--- src/rtl/gtp_pkg.sv ---
`timescale 1ns / 1ps

package gtp_pkg;

  // Number of compare channels that have registers.
  localparam int unsigned NumCh = 4;

  // Item kinds carried by the mode field.
  localparam logic [1:0] MODE_TICK  = 2'd0;
  localparam logic [1:0] MODE_READ  = 2'd1;
  localparam logic [1:0] MODE_WRITE = 2'd2;

  // Register word indexes.
  localparam logic [4:0] REG_CR1   = 5'd0;
  localparam logic [4:0] REG_DIER  = 5'd3;
  localparam logic [4:0] REG_SR    = 5'd4;
  localparam logic [4:0] REG_EGR   = 5'd5;
  localparam logic [4:0] REG_CCMR1 = 5'd6;
  localparam logic [4:0] REG_CCMR2 = 5'd7;
  localparam logic [4:0] REG_CCER  = 5'd8;
  localparam logic [4:0] REG_CNT   = 5'd9;
  localparam logic [4:0] REG_PSC   = 5'd10;
  localparam logic [4:0] REG_ARR   = 5'd11;
  localparam logic [4:0] REG_CCR1  = 5'd13;
  localparam logic [4:0] REG_CCR4  = 5'd16;

  // Output compare mode code for PWM mode 1.
  localparam logic [2:0] PWM_MODE_ONE = 3'd6;

  // Per-item results of the register and counter step.
  typedef struct packed {
    logic [31:0] read_data;
    logic        irq_request;
    logic        update_event;
  } gtp_step_t;

endpackage

--- src/rtl/gtp_if.sv ---
`timescale 1ns / 1ps

// Input channel: one tick, register read or register write per beat.
interface gtp_in_if;
  logic        valid;
  logic        ready;
  logic [1:0]  mode;
  logic [4:0]  reg_index;
  logic [31:0] write_data;

  modport source (output valid, output mode, output reg_index, output write_data,
                  input ready);
  modport sink   (input valid, input mode, input reg_index, input write_data,
                  output ready);
endinterface

// Output channel: one result per input beat.
interface gtp_out_if;
  logic        valid;
  logic        ready;
  logic [31:0] read_data;
  logic        irq_request;
  logic [3:0]  pwm_out;
  logic        update_event;

  modport source (output valid, output read_data, output irq_request, output pwm_out,
                  output update_event, input ready);
  modport sink   (input valid, input read_data, input irq_request, input pwm_out,
                  input update_event, output ready);
endinterface

--- src/rtl/gtp_regs.sv ---
`timescale 1ns / 1ps

// Register file, prescaler and counter. One item is applied when step_i is high;
// the next-state values are exported so results reflect the state after the item.
module gtp_regs #(
  parameter int unsigned COUNT_WIDTH = 32
) (
  input  logic                   clk_i,
  input  logic                   rst_ni,
  input  logic                   step_i,
  input  logic [1:0]             mode_i,
  input  logic [4:0]             reg_index_i,
  input  logic [31:0]            write_data_i,
  output gtp_pkg::gtp_step_t     step_o,
  output logic [COUNT_WIDTH-1:0] cnt_o,
  output logic [COUNT_WIDTH-1:0] ccr_o [gtp_pkg::NumCh],
  output logic [7:0]             ccm_o [gtp_pkg::NumCh],
  output logic [15:0]            ccer_o
);

  localparam logic [COUNT_WIDTH-1:0] CntOne = COUNT_WIDTH'(1);

  logic                   cen_q, cen_d, urs_q, urs_d, opm_q, opm_d, arpe_q, arpe_d;
  logic                   uie_q, uie_d, uif_q, uif_d;
  logic [7:0]             ccm_q [gtp_pkg::NumCh];
  logic [7:0]             ccm_d [gtp_pkg::NumCh];
  logic [15:0]            ccer_q, ccer_d;
  logic [COUNT_WIDTH-1:0] cnt_q, cnt_d;
  logic [15:0]            psc_pre_q, psc_pre_d, psc_sh_q, psc_sh_d, psc_cnt_q, psc_cnt_d;
  logic [COUNT_WIDTH-1:0] arr_pre_q, arr_pre_d, arr_sh_q, arr_sh_d;
  logic [COUNT_WIDTH-1:0] ccr_pre_q [gtp_pkg::NumCh];
  logic [COUNT_WIDTH-1:0] ccr_pre_d [gtp_pkg::NumCh];
  logic [COUNT_WIDTH-1:0] ccr_sh_q [gtp_pkg::NumCh];
  logic [COUNT_WIDTH-1:0] ccr_sh_d [gtp_pkg::NumCh];
  logic [4:0]             ccr_off;
  logic [1:0]             ch;
  logic [31:0]            rd;
  logic                   upd;

  assign ccr_off = reg_index_i - gtp_pkg::REG_CCR1;
  assign ch      = ccr_off[1:0];

  // Next state and per-item results.
  always_comb begin
    cen_d     = cen_q;
    urs_d     = urs_q;
    opm_d     = opm_q;
    arpe_d    = arpe_q;
    uie_d     = uie_q;
    uif_d     = uif_q;
    ccm_d     = ccm_q;
    ccer_d    = ccer_q;
    cnt_d     = cnt_q;
    psc_pre_d = psc_pre_q;
    psc_sh_d  = psc_sh_q;
    psc_cnt_d = psc_cnt_q;
    arr_pre_d = arr_pre_q;
    arr_sh_d  = arr_sh_q;
    ccr_pre_d = ccr_pre_q;
    ccr_sh_d  = ccr_sh_q;
    rd        = '0;
    upd       = 1'b0;
    if (step_i) begin
      case (mode_i)
        gtp_pkg::MODE_TICK: begin
          if (cen_q) begin
            if (psc_cnt_q < psc_sh_q) begin
              psc_cnt_d = psc_cnt_q + 16'd1;
            end else begin
              psc_cnt_d = '0;
              if (cnt_q == arr_sh_q || cnt_q == '1) begin
                // Overflow: update event, reload shadows.
                cnt_d    = '0;
                psc_sh_d = psc_pre_q;
                arr_sh_d = arr_pre_q;
                ccr_sh_d = ccr_pre_q;
                uif_d    = 1'b1;
                upd      = 1'b1;
                if (opm_q) begin
                  cen_d = 1'b0;
                end
              end else begin
                cnt_d = cnt_q + CntOne;
              end
            end
          end
        end
        gtp_pkg::MODE_READ: begin
          case (reg_index_i) inside
            gtp_pkg::REG_CR1:   rd = {24'd0, arpe_q, 3'd0, opm_q, urs_q, 1'b0, cen_q};
            gtp_pkg::REG_DIER:  rd = {31'd0, uie_q};
            gtp_pkg::REG_SR:    rd = {31'd0, uif_q};
            gtp_pkg::REG_CCMR1: rd = {16'd0, ccm_q[1], ccm_q[0]};
            gtp_pkg::REG_CCMR2: rd = {16'd0, ccm_q[3], ccm_q[2]};
            gtp_pkg::REG_CCER:  rd = {16'd0, ccer_q};
            gtp_pkg::REG_CNT:   rd = 32'(cnt_q);
            gtp_pkg::REG_PSC:   rd = {16'd0, psc_pre_q};
            gtp_pkg::REG_ARR:   rd = 32'(arr_pre_q);
            [gtp_pkg::REG_CCR1:gtp_pkg::REG_CCR4]: rd = 32'(ccr_pre_q[ch]);
            default:            rd = '0;
          endcase
        end
        gtp_pkg::MODE_WRITE: begin
          case (reg_index_i) inside
            gtp_pkg::REG_CR1: begin
              cen_d  = write_data_i[0];
              urs_d  = write_data_i[2];
              opm_d  = write_data_i[3];
              arpe_d = write_data_i[7];
            end
            gtp_pkg::REG_DIER: uie_d = write_data_i[0];
            gtp_pkg::REG_SR:   uif_d = uif_q & write_data_i[0];
            gtp_pkg::REG_EGR: begin
              // Software update event also clears the counter.
              if (write_data_i[0]) begin
                psc_sh_d  = psc_pre_q;
                psc_cnt_d = '0;
                arr_sh_d  = arr_pre_q;
                ccr_sh_d  = ccr_pre_q;
                cnt_d     = '0;
                upd       = 1'b1;
                if (!urs_q) begin
                  uif_d = 1'b1;
                end
              end
            end
            gtp_pkg::REG_CCMR1: begin
              ccm_d[0] = write_data_i[7:0];
              ccm_d[1] = write_data_i[15:8];
            end
            gtp_pkg::REG_CCMR2: begin
              ccm_d[2] = write_data_i[7:0];
              ccm_d[3] = write_data_i[15:8];
            end
            gtp_pkg::REG_CCER: ccer_d    = write_data_i[15:0];
            gtp_pkg::REG_CNT:  cnt_d     = write_data_i[COUNT_WIDTH-1:0];
            gtp_pkg::REG_PSC:  psc_pre_d = write_data_i[15:0];
            gtp_pkg::REG_ARR: begin
              arr_pre_d = write_data_i[COUNT_WIDTH-1:0];
              if (!arpe_q) begin
                arr_sh_d = write_data_i[COUNT_WIDTH-1:0];
              end
            end
            [gtp_pkg::REG_CCR1:gtp_pkg::REG_CCR4]: begin
              ccr_pre_d[ch] = write_data_i[COUNT_WIDTH-1:0];
              if (!ccm_q[ch][3]) begin
                ccr_sh_d[ch] = write_data_i[COUNT_WIDTH-1:0];
              end
            end
            default: ;
          endcase
        end
        default: ;
      endcase
    end
  end

  // State registers.
  always_ff @(posedge clk_i or negedge rst_ni) begin
    if (!rst_ni) begin
      cen_q     <= 1'b0;
      urs_q     <= 1'b0;
      opm_q     <= 1'b0;
      arpe_q    <= 1'b0;
      uie_q     <= 1'b0;
      uif_q     <= 1'b0;
      ccer_q    <= '0;
      cnt_q     <= '0;
      psc_pre_q <= '0;
      psc_sh_q  <= '0;
      psc_cnt_q <= '0;
      arr_pre_q <= '1;
      arr_sh_q  <= '1;
      for (int i = 0; i < gtp_pkg::NumCh; i++) begin
        ccm_q[i]     <= '0;
        ccr_pre_q[i] <= '0;
        ccr_sh_q[i]  <= '0;
      end
    end else begin
      cen_q     <= cen_d;
      urs_q     <= urs_d;
      opm_q     <= opm_d;
      arpe_q    <= arpe_d;
      uie_q     <= uie_d;
      uif_q     <= uif_d;
      ccer_q    <= ccer_d;
      cnt_q     <= cnt_d;
      psc_pre_q <= psc_pre_d;
      psc_sh_q  <= psc_sh_d;
      psc_cnt_q <= psc_cnt_d;
      arr_pre_q <= arr_pre_d;
      arr_sh_q  <= arr_sh_d;
      ccm_q     <= ccm_d;
      ccr_pre_q <= ccr_pre_d;
      ccr_sh_q  <= ccr_sh_d;
    end
  end

  assign step_o.read_data    = rd;
  assign step_o.irq_request  = uif_d & uie_d;
  assign step_o.update_event = upd;
  assign cnt_o  = cnt_d;
  assign ccr_o  = ccr_sh_d;
  assign ccm_o  = ccm_d;
  assign ccer_o = ccer_d;

endmodule

--- src/rtl/gtp_pwm.sv ---
`timescale 1ns / 1ps

// Compare channels: PWM mode 1 reference, polarity and output enable.
module gtp_pwm #(
  parameter int unsigned COUNT_WIDTH   = 32,
  parameter int unsigned CHANNEL_COUNT = 4
) (
  input  logic [COUNT_WIDTH-1:0] cnt_i,
  input  logic [COUNT_WIDTH-1:0] ccr_i [gtp_pkg::NumCh],
  input  logic [7:0]             ccm_i [gtp_pkg::NumCh],
  input  logic [15:0]            ccer_i,
  output logic [3:0]             pwm_o
);

  logic [gtp_pkg::NumCh-1:0] ref_lvl;

  // Channels past CHANNEL_COUNT keep their registers but drive low.
  always_comb begin
    for (int i = 0; i < gtp_pkg::NumCh; i++) begin
      ref_lvl[i] = (ccm_i[i][6:4] == gtp_pkg::PWM_MODE_ONE) && (cnt_i < ccr_i[i]);
      if (i < CHANNEL_COUNT) begin
        pwm_o[i] = ccer_i[4*i] & (ref_lvl[i] ^ ccer_i[4*i+1]);
      end else begin
        pwm_o[i] = 1'b0;
      end
    end
  end

endmodule

--- src/rtl/general_timer_with_pwm_unit.sv ---
`timescale 1ns / 1ps

// Up-counting timer with prescaler, auto-reload, update interrupt request and
// four PWM compare channels. Each input beat is one timer tick, one register
// read or one register write, and yields exactly one output beat carrying the
// read data and the interrupt, PWM and update levels after that beat. One beat
// is taken every clock cycle while the output is not stalled. A beat passes an
// input register and then a result register. The rate is set by the
// combinational step through the register file, counter and compare logic.
module general_timer_with_pwm_unit #(
  parameter int unsigned COUNT_WIDTH   = 32,
  parameter int unsigned CHANNEL_COUNT = 4
) (
  input  logic     clk_i,
  input  logic     rst_ni,
  gtp_in_if.sink   in_i,
  gtp_out_if.source out_o
);

  logic               in_vld_q;
  logic [1:0]         mode_q;
  logic [4:0]         idx_q;
  logic [31:0]        data_q;
  logic               fire;
  logic               out_vld_q, out_vld_d;
  gtp_pkg::gtp_step_t step;
  gtp_pkg::gtp_step_t res_q;
  logic [3:0]         pwm;
  logic [3:0]         pwm_q;
  logic [COUNT_WIDTH-1:0] cnt;
  logic [COUNT_WIDTH-1:0] ccr [gtp_pkg::NumCh];
  logic [7:0]             ccm [gtp_pkg::NumCh];
  logic [15:0]            ccer;

  // The input register moves on when the result register is free or draining.
  assign fire       = in_vld_q & (~out_vld_q | out_o.ready);
  assign in_i.ready = ~in_vld_q | fire;
  assign out_vld_d  = fire | (out_vld_q & ~out_o.ready);

  // Input register.
  always_ff @(posedge clk_i or negedge rst_ni) begin
    if (!rst_ni) begin
      in_vld_q <= 1'b0;
    end else if (in_i.ready) begin
      in_vld_q <= in_i.valid;
    end
  end

  always_ff @(posedge clk_i) begin
    if (in_i.ready && in_i.valid) begin
      mode_q <= in_i.mode;
      idx_q  <= in_i.reg_index;
      data_q <= in_i.write_data;
    end
  end

  gtp_regs #(
    .COUNT_WIDTH(COUNT_WIDTH)
  ) u_regs (
    .clk_i       (clk_i),
    .rst_ni      (rst_ni),
    .step_i      (fire),
    .mode_i      (mode_q),
    .reg_index_i (idx_q),
    .write_data_i(data_q),
    .step_o      (step),
    .cnt_o       (cnt),
    .ccr_o       (ccr),
    .ccm_o       (ccm),
    .ccer_o      (ccer)
  );

  gtp_pwm #(
    .COUNT_WIDTH  (COUNT_WIDTH),
    .CHANNEL_COUNT(CHANNEL_COUNT)
  ) u_pwm (
    .cnt_i (cnt),
    .ccr_i (ccr),
    .ccm_i (ccm),
    .ccer_i(ccer),
    .pwm_o (pwm)
  );

  // Result register.
  always_ff @(posedge clk_i or negedge rst_ni) begin
    if (!rst_ni) begin
      out_vld_q <= 1'b0;
    end else begin
      out_vld_q <= out_vld_d;
    end
  end

  always_ff @(posedge clk_i) begin
    if (fire) begin
      res_q <= step;
      pwm_q <= pwm;
    end
  end

  assign out_o.valid        = out_vld_q;
  assign out_o.read_data    = res_q.read_data;
  assign out_o.irq_request  = res_q.irq_request;
  assign out_o.update_event = res_q.update_event;
  assign out_o.pwm_out      = pwm_q;

endmodule
--- src/flat_wrapper.sv ---
// flat-port wrapper written by rule: the top's interface ports become plain ports
module general_timer_with_pwm_unit_flat 
#(
  parameter int unsigned COUNT_WIDTH   = 32,
  parameter int unsigned CHANNEL_COUNT = 4
)
  (clk_i, rst_ni, in_i_valid, in_i_mode, in_i_reg_index, in_i_write_data, in_i_ready, out_o_valid, out_o_read_data, out_o_irq_request, out_o_pwm_out, out_o_update_event, out_o_ready);
  gtp_in_if in_i_i ();
  gtp_out_if out_o_i ();
  input  logic clk_i;
  input  logic rst_ni;
  input wire logic [$bits(in_i_i.valid)-1:0] in_i_valid;
  input wire logic [$bits(in_i_i.mode)-1:0] in_i_mode;
  input wire logic [$bits(in_i_i.reg_index)-1:0] in_i_reg_index;
  input wire logic [$bits(in_i_i.write_data)-1:0] in_i_write_data;
  output wire logic [$bits(in_i_i.ready)-1:0] in_i_ready;
  output wire logic [$bits(out_o_i.valid)-1:0] out_o_valid;
  output wire logic [$bits(out_o_i.read_data)-1:0] out_o_read_data;
  output wire logic [$bits(out_o_i.irq_request)-1:0] out_o_irq_request;
  output wire logic [$bits(out_o_i.pwm_out)-1:0] out_o_pwm_out;
  output wire logic [$bits(out_o_i.update_event)-1:0] out_o_update_event;
  input wire logic [$bits(out_o_i.ready)-1:0] out_o_ready;
  assign in_i_i.valid = in_i_valid;
  assign in_i_i.mode = in_i_mode;
  assign in_i_i.reg_index = in_i_reg_index;
  assign in_i_i.write_data = in_i_write_data;
  assign in_i_ready = in_i_i.ready;
  assign out_o_valid = out_o_i.valid;
  assign out_o_read_data = out_o_i.read_data;
  assign out_o_irq_request = out_o_i.irq_request;
  assign out_o_pwm_out = out_o_i.pwm_out;
  assign out_o_update_event = out_o_i.update_event;
  assign out_o_i.ready = out_o_ready;
  general_timer_with_pwm_unit #(.COUNT_WIDTH(COUNT_WIDTH), .CHANNEL_COUNT(CHANNEL_COUNT)) u_core (.clk_i(clk_i), .rst_ni(rst_ni), .in_i(in_i_i), .out_o(out_o_i));
endmodule
--- config.mk ---
export PLATFORM = sky130hd
export DESIGN_NAME = general_timer_with_pwm_unit_flat
export DESIGN_NICKNAME = d
export VERILOG_FILES = /design/src/rtl/gtp_pkg.sv /design/src/rtl/gtp_if.sv /design/src/rtl/gtp_regs.sv /design/src/rtl/gtp_pwm.sv /design/src/rtl/general_timer_with_pwm_unit.sv /design/src/flat_wrapper.sv
export SDC_FILE = /design/constraint.sdc
export NUM_CORES = 2
export LEC_CHECK = 0
export BUFFER_PORTS_ARGS = -buffer_cell sky130_fd_sc_hd__buf_2
export CORE_MARGIN = 1
export CORE_UTILIZATION = 39
export CTS_BUF_LIST = sky130_fd_sc_hd__clkbuf_4
export DETAILED_ROUTE_END_ITERATION = 7
export PLACE_DENSITY_LB_ADDON = 0.08
export SLEW_MARGIN = 10
export SYNTH_ARGS = -nofsm -noshare
export SYNTH_HDL_FRONTEND = slang
export SYNTH_SLANG_ARGS = --single-unit
export TNS_END_PERCENT = 100
--- constraint.sdc ---
create_clock -name clk_i -period 5 [get_ports clk_i]
set_input_delay 0.25 -clock clk_i [delete_from_list [all_inputs] [get_ports clk_i]]
set_output_delay 0.25 -clock clk_i [all_outputs]
set_load 0.01 [all_outputs]
# Word-level counts from Yosys, hierarchy flattened
# Index checks and enable logic that the tools add are counted.
[word_totals]
reg_bits = 533
inputBits = 43
output_inout_bits = 40
[op_classes]
mux = 137
n_lt_le_gt_ge = 9
reduce_logical = 24
addsub = 3
n_bitwise = 30
eq_ne = 34
[op_table]
columns = ["cell", "count"]
rows = [
  ["128-bit two-way mux", 17],
  ["32-bit two-way mux", 35],
  ["16-bit two-way mux", 24],
  ["128-bit bitwise mux", 2],
  ["128-bit case mux with 2 select lines", 1],
  ["32-bit less-than comparator", 4],
  ["32-bit case mux with 2 select lines", 2],
  ["14-bit two-way mux", 9],
  ["15-bit two-way mux", 5],
  ["32-bit binary-select mux with 2-bit select", 1],
  ["32-bit demux with 2-bit select", 1],
  ["16-bit case mux with 2 select lines", 2],
  ["31-bit two-way mux", 2],
  ["32-bit by 1-bit adder with 32-bit output, second input constant", 1],
  ["32-bit == test", 1],
  ["32-bit == test, second input constant", 1],
  ["1-bit two-way mux", 27],
  ["8-bit two-way mux", 3],
  ["3-bit inequality test, second input constant", 7],
  ["5-bit by 3-bit == test with 1-bit output, second input constant", 4],
  ["5-bit by 4-bit == test with 1-bit output, second input constant", 4],
  ["16-bit by 1-bit adder with 16-bit output, second input constant", 1],
  ["8-bit binary-select mux with 2-bit select", 1],
  ["16-bit less-than comparator", 1],
  ["35 further kinds", 81],
]

# Logic depth before layout (Yosys ltp)
[logic_depth]
depth_word = 25
depth_mapped = 25

# Hierarchy
# From an unflattened synthesis, not the netlist that was laid out.
[hier_totals]
cells_unflattened = 3136
hier_area_um2 = 31844.3
[by_module_without_submodules]
columns = ["module", "n_inst", "area_each_um2", "cells_each"]
rows = [
  ["gtp_regs", 1, 26206.4, 2601],
  ["gtp_pwm", 1, 3221.8, 450],
  ["general_timer_with_pwm_unit", 1, 2416.1, 85],
]

# Worst setup path before layout
# No wires, ideal clock.
[synth_timing]
path_type = "reg2reg"
from = "register u_core.idx_q[0]"
to = "register u_core.pwm_q[3] (netlist: u_core.out_o.pwm_out[3]), data pin"
arrival_ns = 5.226
stages_incl_launch_ff = 25
n_path_buf = 6
setup_slack_ns = -0.487
cell_sequence = "edfxtp_1 > buf_6 > buf_1 > buf_2 > inv_1 > ha_1 > buf_2 > inv_1 > and2_1 > clkbuf_1 > clkbuf_1 > a22oi_1 > nor2_1 > a21oi_1 > o21ai_0 > ha_1 > a21o_1 > a21o_1 > a211o_1 > o211ai_1 > a21oi_1 > a2111oi_2 > o41a_1 > a41oi_2 > mux2i_1"
[synth_rtl]
columns = ["element", "line", "source"]
rows = [
  ["start: declaration", "general_timer_with_pwm_unit.sv:22", "logic [4:0] idx_q;"],
  ["start signal: assignment", "general_timer_with_pwm_unit.sv:52", "idx_q <= in_i.reg_index;"],
  ["5-bit by 4-bit == test with 1-bit output (no source line)", "-", ""],
  ["32-bit two-way mux (7 in a row)", "gtp_regs.sv:104", "case (reg_index_i) inside"],
  ["32-bit two-way mux *", "gtp_regs.sv:104", ""],
  ["32-bit case mux with 2 select lines *", "gtp_regs.sv:64", "case (mode_i)"],
  ["32-bit two-way mux *", "gtp_regs.sv:63", "if (step_i) begin"],
  ["net u_core.cnt[25]", "general_timer_with_pwm_unit.sv:30", "logic [COUNT_WIDTH-1:0] cnt;"],
  ["32-bit less-than comparator *", "gtp_pwm.sv:20", "ref_lvl[i] = (ccm_i[i][6:4] == gtp_pkg::PWM_MODE_ONE) && (cnt_i < ccr_i[i]);"],
  ["1-bit logical AND *", "gtp_pwm.sv:20", ""],
  ["1-bit bitwise XOR *", "gtp_pwm.sv:22", "pwm_o[i] = ccer_i[4*i] & (ref_lvl[i] ^ ccer_i[4*i+1]);"],
  ["1-bit AND *", "gtp_pwm.sv:22", ""],
  ["net u_core.pwm[3]", "general_timer_with_pwm_unit.sv:28", "logic [3:0] pwm;"],
  ["end signal: assignment", "general_timer_with_pwm_unit.sv:96", "pwm_q <= pwm;"],
  ["end: declaration", "general_timer_with_pwm_unit.sv:29", "logic [3:0] pwm_q;"],
]
# The timed path passes the listed nets; every way through them passes the cells marked *. The select of a mux whose other input is x is not followed.
# A chain may end at the register's enable or synchronous reset.

# Worst setup path after layout
[layout_timing]
from = "register u_core.idx_q[1]"
to = "register u_core.pwm_q[1] (netlist: u_core.out_o.pwm_out[1]), data pin"
# The elaborated chain is that of the path after synthesis.

==> impl_metrics.py <==
metrics = {
    "global_route": {
        "grt_antenna_before_repair": 3,
        "first_global_vias": 30828,
        "grt.overflow.total": 0,
        "grt.total_usage": 0.340,
        "grt_max_degree": 137,
        "wire_length_of_the_first_global_routing_pass_um": 213000,
    },
    "worst_setup_path": {
        "timing.critical_path.cells": "inv_1, ha_1, and4bb_2, buf_4, nand2_1, buf_4, nor2_1, a22oi_1, o31ai_1, buf_4, buf_12, ha_1, nand4_1, nor2_2, nand3_1, a211o_1, nand4b_1, buf_4, a21o_1, o41ai_4, buf_4, mux2i_1",
        "startpoint_type": "flip-flop",
        "critPathMostFrequentCell": "sky130_fd_sc_hd__buf_4",
        "arrival_ns": 5.94,
        "worst_ep_required_time_ns": 5.76,
        "crit_cells": 22,
        "cp_max_fo": 22,
        "critical_path.n_buffers_inverters": 7,
        "worst_setup_path_category": "flip-flop to flip-flop",
        "cp_delay_by_family_top": "simple AND/OR/NAND/NOR gates",
        "worstRegToRegCells": 22,
        "biggest_cell_delay_along_the_critical_path_ns": 0.63,
        "setup.worst_path.end_class": "flip-flop",
        "worst_path_max_delay_cell": "sky130_fd_sc_hd__nor2_1",
    },
    "synthesis": {
        "ys_async_sr_fraction": 0.856,
        "count_of_distinct_cell_types_in_the_synthesized_netlist": 106,
        "syn-cell-area_um2": 33100,
        "postSynthNetCount": 3490,
        "yosys_register_bits": 533,
        "postSynth.topFlopCell": "sky130_fd_sc_hd__dfrtp_1",
        "synth_enable_flop_cells": 77,
        "yosysSeqAreaShare": 0.417,
        "post_synth.cell_area_avg_um2": 10.0,
        "synth-warning-count": 0,
        "postSynthCellCount": 3302,
    },
    "drt": {
        "routed_wire_length_per_instance_um": 29.1,
        "number_of_detailed_routing_iterations_run_before_antenna_repair": 8,
        "drt-total-wl_um": 147000,
        "final_antenna_net_count": 0,
        "drtIter0Drc": 3432,
        "via_per_inst": 6.15,
        "drc_errors": 0,
        "dr_total_vias": 31229,
    },
    "timing": {
        "worst_setup_skew_after_layout_ns": 0.0845,
        "timing.slew.headroom": 0.196,
        "final-hold-violation-count": 0,
        "setup_repair_after_global_routing_missed_its_margin": "true",
        "final_setup_vio_count": 4,
        "setup_ws_ns": -0.179,
        "max_clock_freq_mhz": 193,
        "timing_worst_slew_pin_value_ns": 1.20,
        "final_period_minus_worst_setup_slack_ns": 5.18,
        "setup_tns_ns": -0.440,
        "slew_violations": 0,
        "final.period_utilization": 1.04,
    },
    "floorplan": {
        "die-height_um": 293,
        "core_area_um2": 83800,
        "boundaryPins": 83,
        "floorplan.rows": 106,
        "die_x_um": 293,
        "die_area_um2": 86100,
        "start_util": 0.395,
    },
    "final_layout": {
        "mostFrequentLayoutCells": "399 x sky130_fd_sc_hd__buf_4, 392 x sky130_fd_sc_hd__dfrtp_1, 329 x sky130_fd_sc_hd__mux2_2, 326 x sky130_fd_sc_hd__nand2_1, 258 x sky130_fd_sc_hd__clkbuf_4",
        "final_nets": 3991,
        "final_common_cell": "sky130_fd_sc_hd__buf_4",
        "non_filler_instance_count_after_layout": 5076,
        "layout-drive-gt1-share": 0.356,
        "fin_area_um2": 41600,
        "area.growth.synth_to_final_pct": 25.6,
    },
    "power": {
        "power_mw": 15.5,
        "leakage_nw": 18.7,
        "power_density_nw_per_um2": 373,
        "ir_worst_vdd_v": 0.000216,
    },
    "job": {
        "timing.max_cap.violations": 0,
    },
    "placement": {
        "postPlaceCellArea_um2": 37300,
        "place_worst_setup_slack_ns": -0.843,
        "globalplace.congestion": 0.975,
        "portBuffers": 82,
        "place.detailed.hpwl_um": 102000,
        "dp_cells": 4642,
    },
    "min_path": {
        "min-delay-path-class": "input port to async pin",
    },
    "run_status": {
        "failed_checks": "setup timing",
        "outcome": "complete, but fails checks",
    },
    "clocking": {
        "clkSinkCount": 533,
        "worstSkewPairLatency_ns": 1.07,
        "clock_tree_from_tritoncts": "yes",
        "clock_tree.htree_level_count": 4,
        "clockRootBuffer": "sky130_fd_sc_hd__clkbuf_4",
        "clock_slew_at_reported_path_ffs_ns": 0.07,
        "cts_made_buffers": 161,
        "clockBufferDepth": 3,
    },
}
-- registers in the layout, summed over array words and instances (netlist names), 2 cells and up --
signal	count
u_core.u_regs.psc_pre_q	16
u_core.u_regs.ccr_pre_q	128
u_core.u_regs.ccm_q	32
u_core.idx_q	5
u_core.u_regs.arr_sh_q	32
u_core.u_regs.psc_sh_q	16
u_core.u_regs.ccr_sh_q	128
u_core.out_o.read_data	32
u_core.mode_q	2
u_core.u_regs.ccer_q	16
u_core.out_o.pwm_out	4
u_core.u_regs.arr_pre_q	32
u_core.u_regs.cnt_q	32
u_core.data_q	32
u_core.u_regs.psc_cnt_q	16
-- cell families after synthesis --
group | Yosys count | share of synthesized area
AO/OA/AOI/OAI | 943 | 0.195
XOR/XNOR | 46 | 0.0122
adder cells (fa/ha/maj) | 145 | 0.0548
buffers and inverters | 397 | 0.0494
flip-flops | 533 | 0.417
multiplexers | 418 | 0.153
AND/OR/NAND/NOR | 820 | 0.119
-- final cells by class --
class,count,area [µm²]
antenna,3,7.51
clock buffer,258,1940
clock inverter,41,380
fill,7912,42200
inverter,122,458
multi-input combinational,2372,18500
sequential,533,13800
tap,1134,1420
timing repair buffer,613,5120
-- power by group --
group          switching (mW)  total (mW)  leakage (nW)  internal [mW]
Clock                    2.15        4.89          1.37           2.75
Sequential              0.630        5.70          6.55           5.07
Combinational            2.65        4.90          10.8           2.25
-- path summary, 6_finish.rpt --
| path | startpoint | to | slack [ns] |
|---|---|---|---|
| max in group asynchronous | rst_ni | u_core.u_regs.ccr_pre_q[74] | 3.58 |
| min | rst_ni | u_core.u_regs.arr_sh_q[14] | 0.43 |
| max | u_core.idx_q[1] | u_core.out_o.pwm_out[1] | -0.18 |
| min in group clk_i | in_i_write_data[28] | u_core.data_q[28] | 0.43 |
| max reg2reg | u_core.idx_q[1] | u_core.out_o.pwm_out[1] | -0.18 |
| min reg2reg | u_core.u_regs.psc_sh_q[11] | u_core.u_regs.psc_sh_q[11] | 0.49 |
-- metrics by stage --
step | util | hold slack, ns
after floorplan | - | -0.0456
after global placement | 0.445 | 0.305
after detailed placement | 0.445 | 0.296
after CTS | 0.488 | 0.269
after global routing | 0.496 | 0.374
final | 0.496 | 0.430
-- synth_stat cells (77+ instances only) --
master	instances	area share
sky130_fd_sc_hd__o21ai_0	176	0.027
sky130_fd_sc_hd__mux2_2	329	0.11
sky130_fd_sc_hd__o22ai_1	111	0.021
sky130_fd_sc_hd__edfxtp_1	77	0.070
sky130_fd_sc_hd__dfrtp_1	392	0.30
sky130_fd_sc_hd__ha_1	145	0.055
sky130_fd_sc_hd__nor2_1	217	0.025
sky130_fd_sc_hd__a22oi_1	96	0.022
sky130_fd_sc_hd__clkbuf_1	180	0.020
sky130_fd_sc_hd__nand2_1	332	0.038
sky130_fd_sc_hd__a21oi_1	165	0.025
sky130_fd_sc_hd__inv_1	113	0.013
-- timing repair --
action,in CTS,in global routing
hold endpoints to repair,390,0
gates cloned,1,0
resized for setup,51,89
pin swaps,27,52
setup buffers,21,25
hold buffers,86,0
setup endpoints to repair,4,4
-- routing by layer --
metal	routed length, µm	global-route usage	vias to the layer above	part of all wire
li1	-	-	13447	-
met1	63800	0.475	15905	0.43
met2	65900	0.513	1583	0.45
met3	12900	0.0716	292	0.087
met4	4910	0.134	2	0.033
met5	13	0	-	0.000088
-- tightest hold or removal path: stages --
cell and delay, ns:
sky130_fd_sc_hd__dlygate4sd3_1 0.52, sky130_fd_sc_hd__dlygate4sd3_1 0.58, sky130_fd_sc_hd__buf_8 0.24
Power figures use the tool's default switching activity.
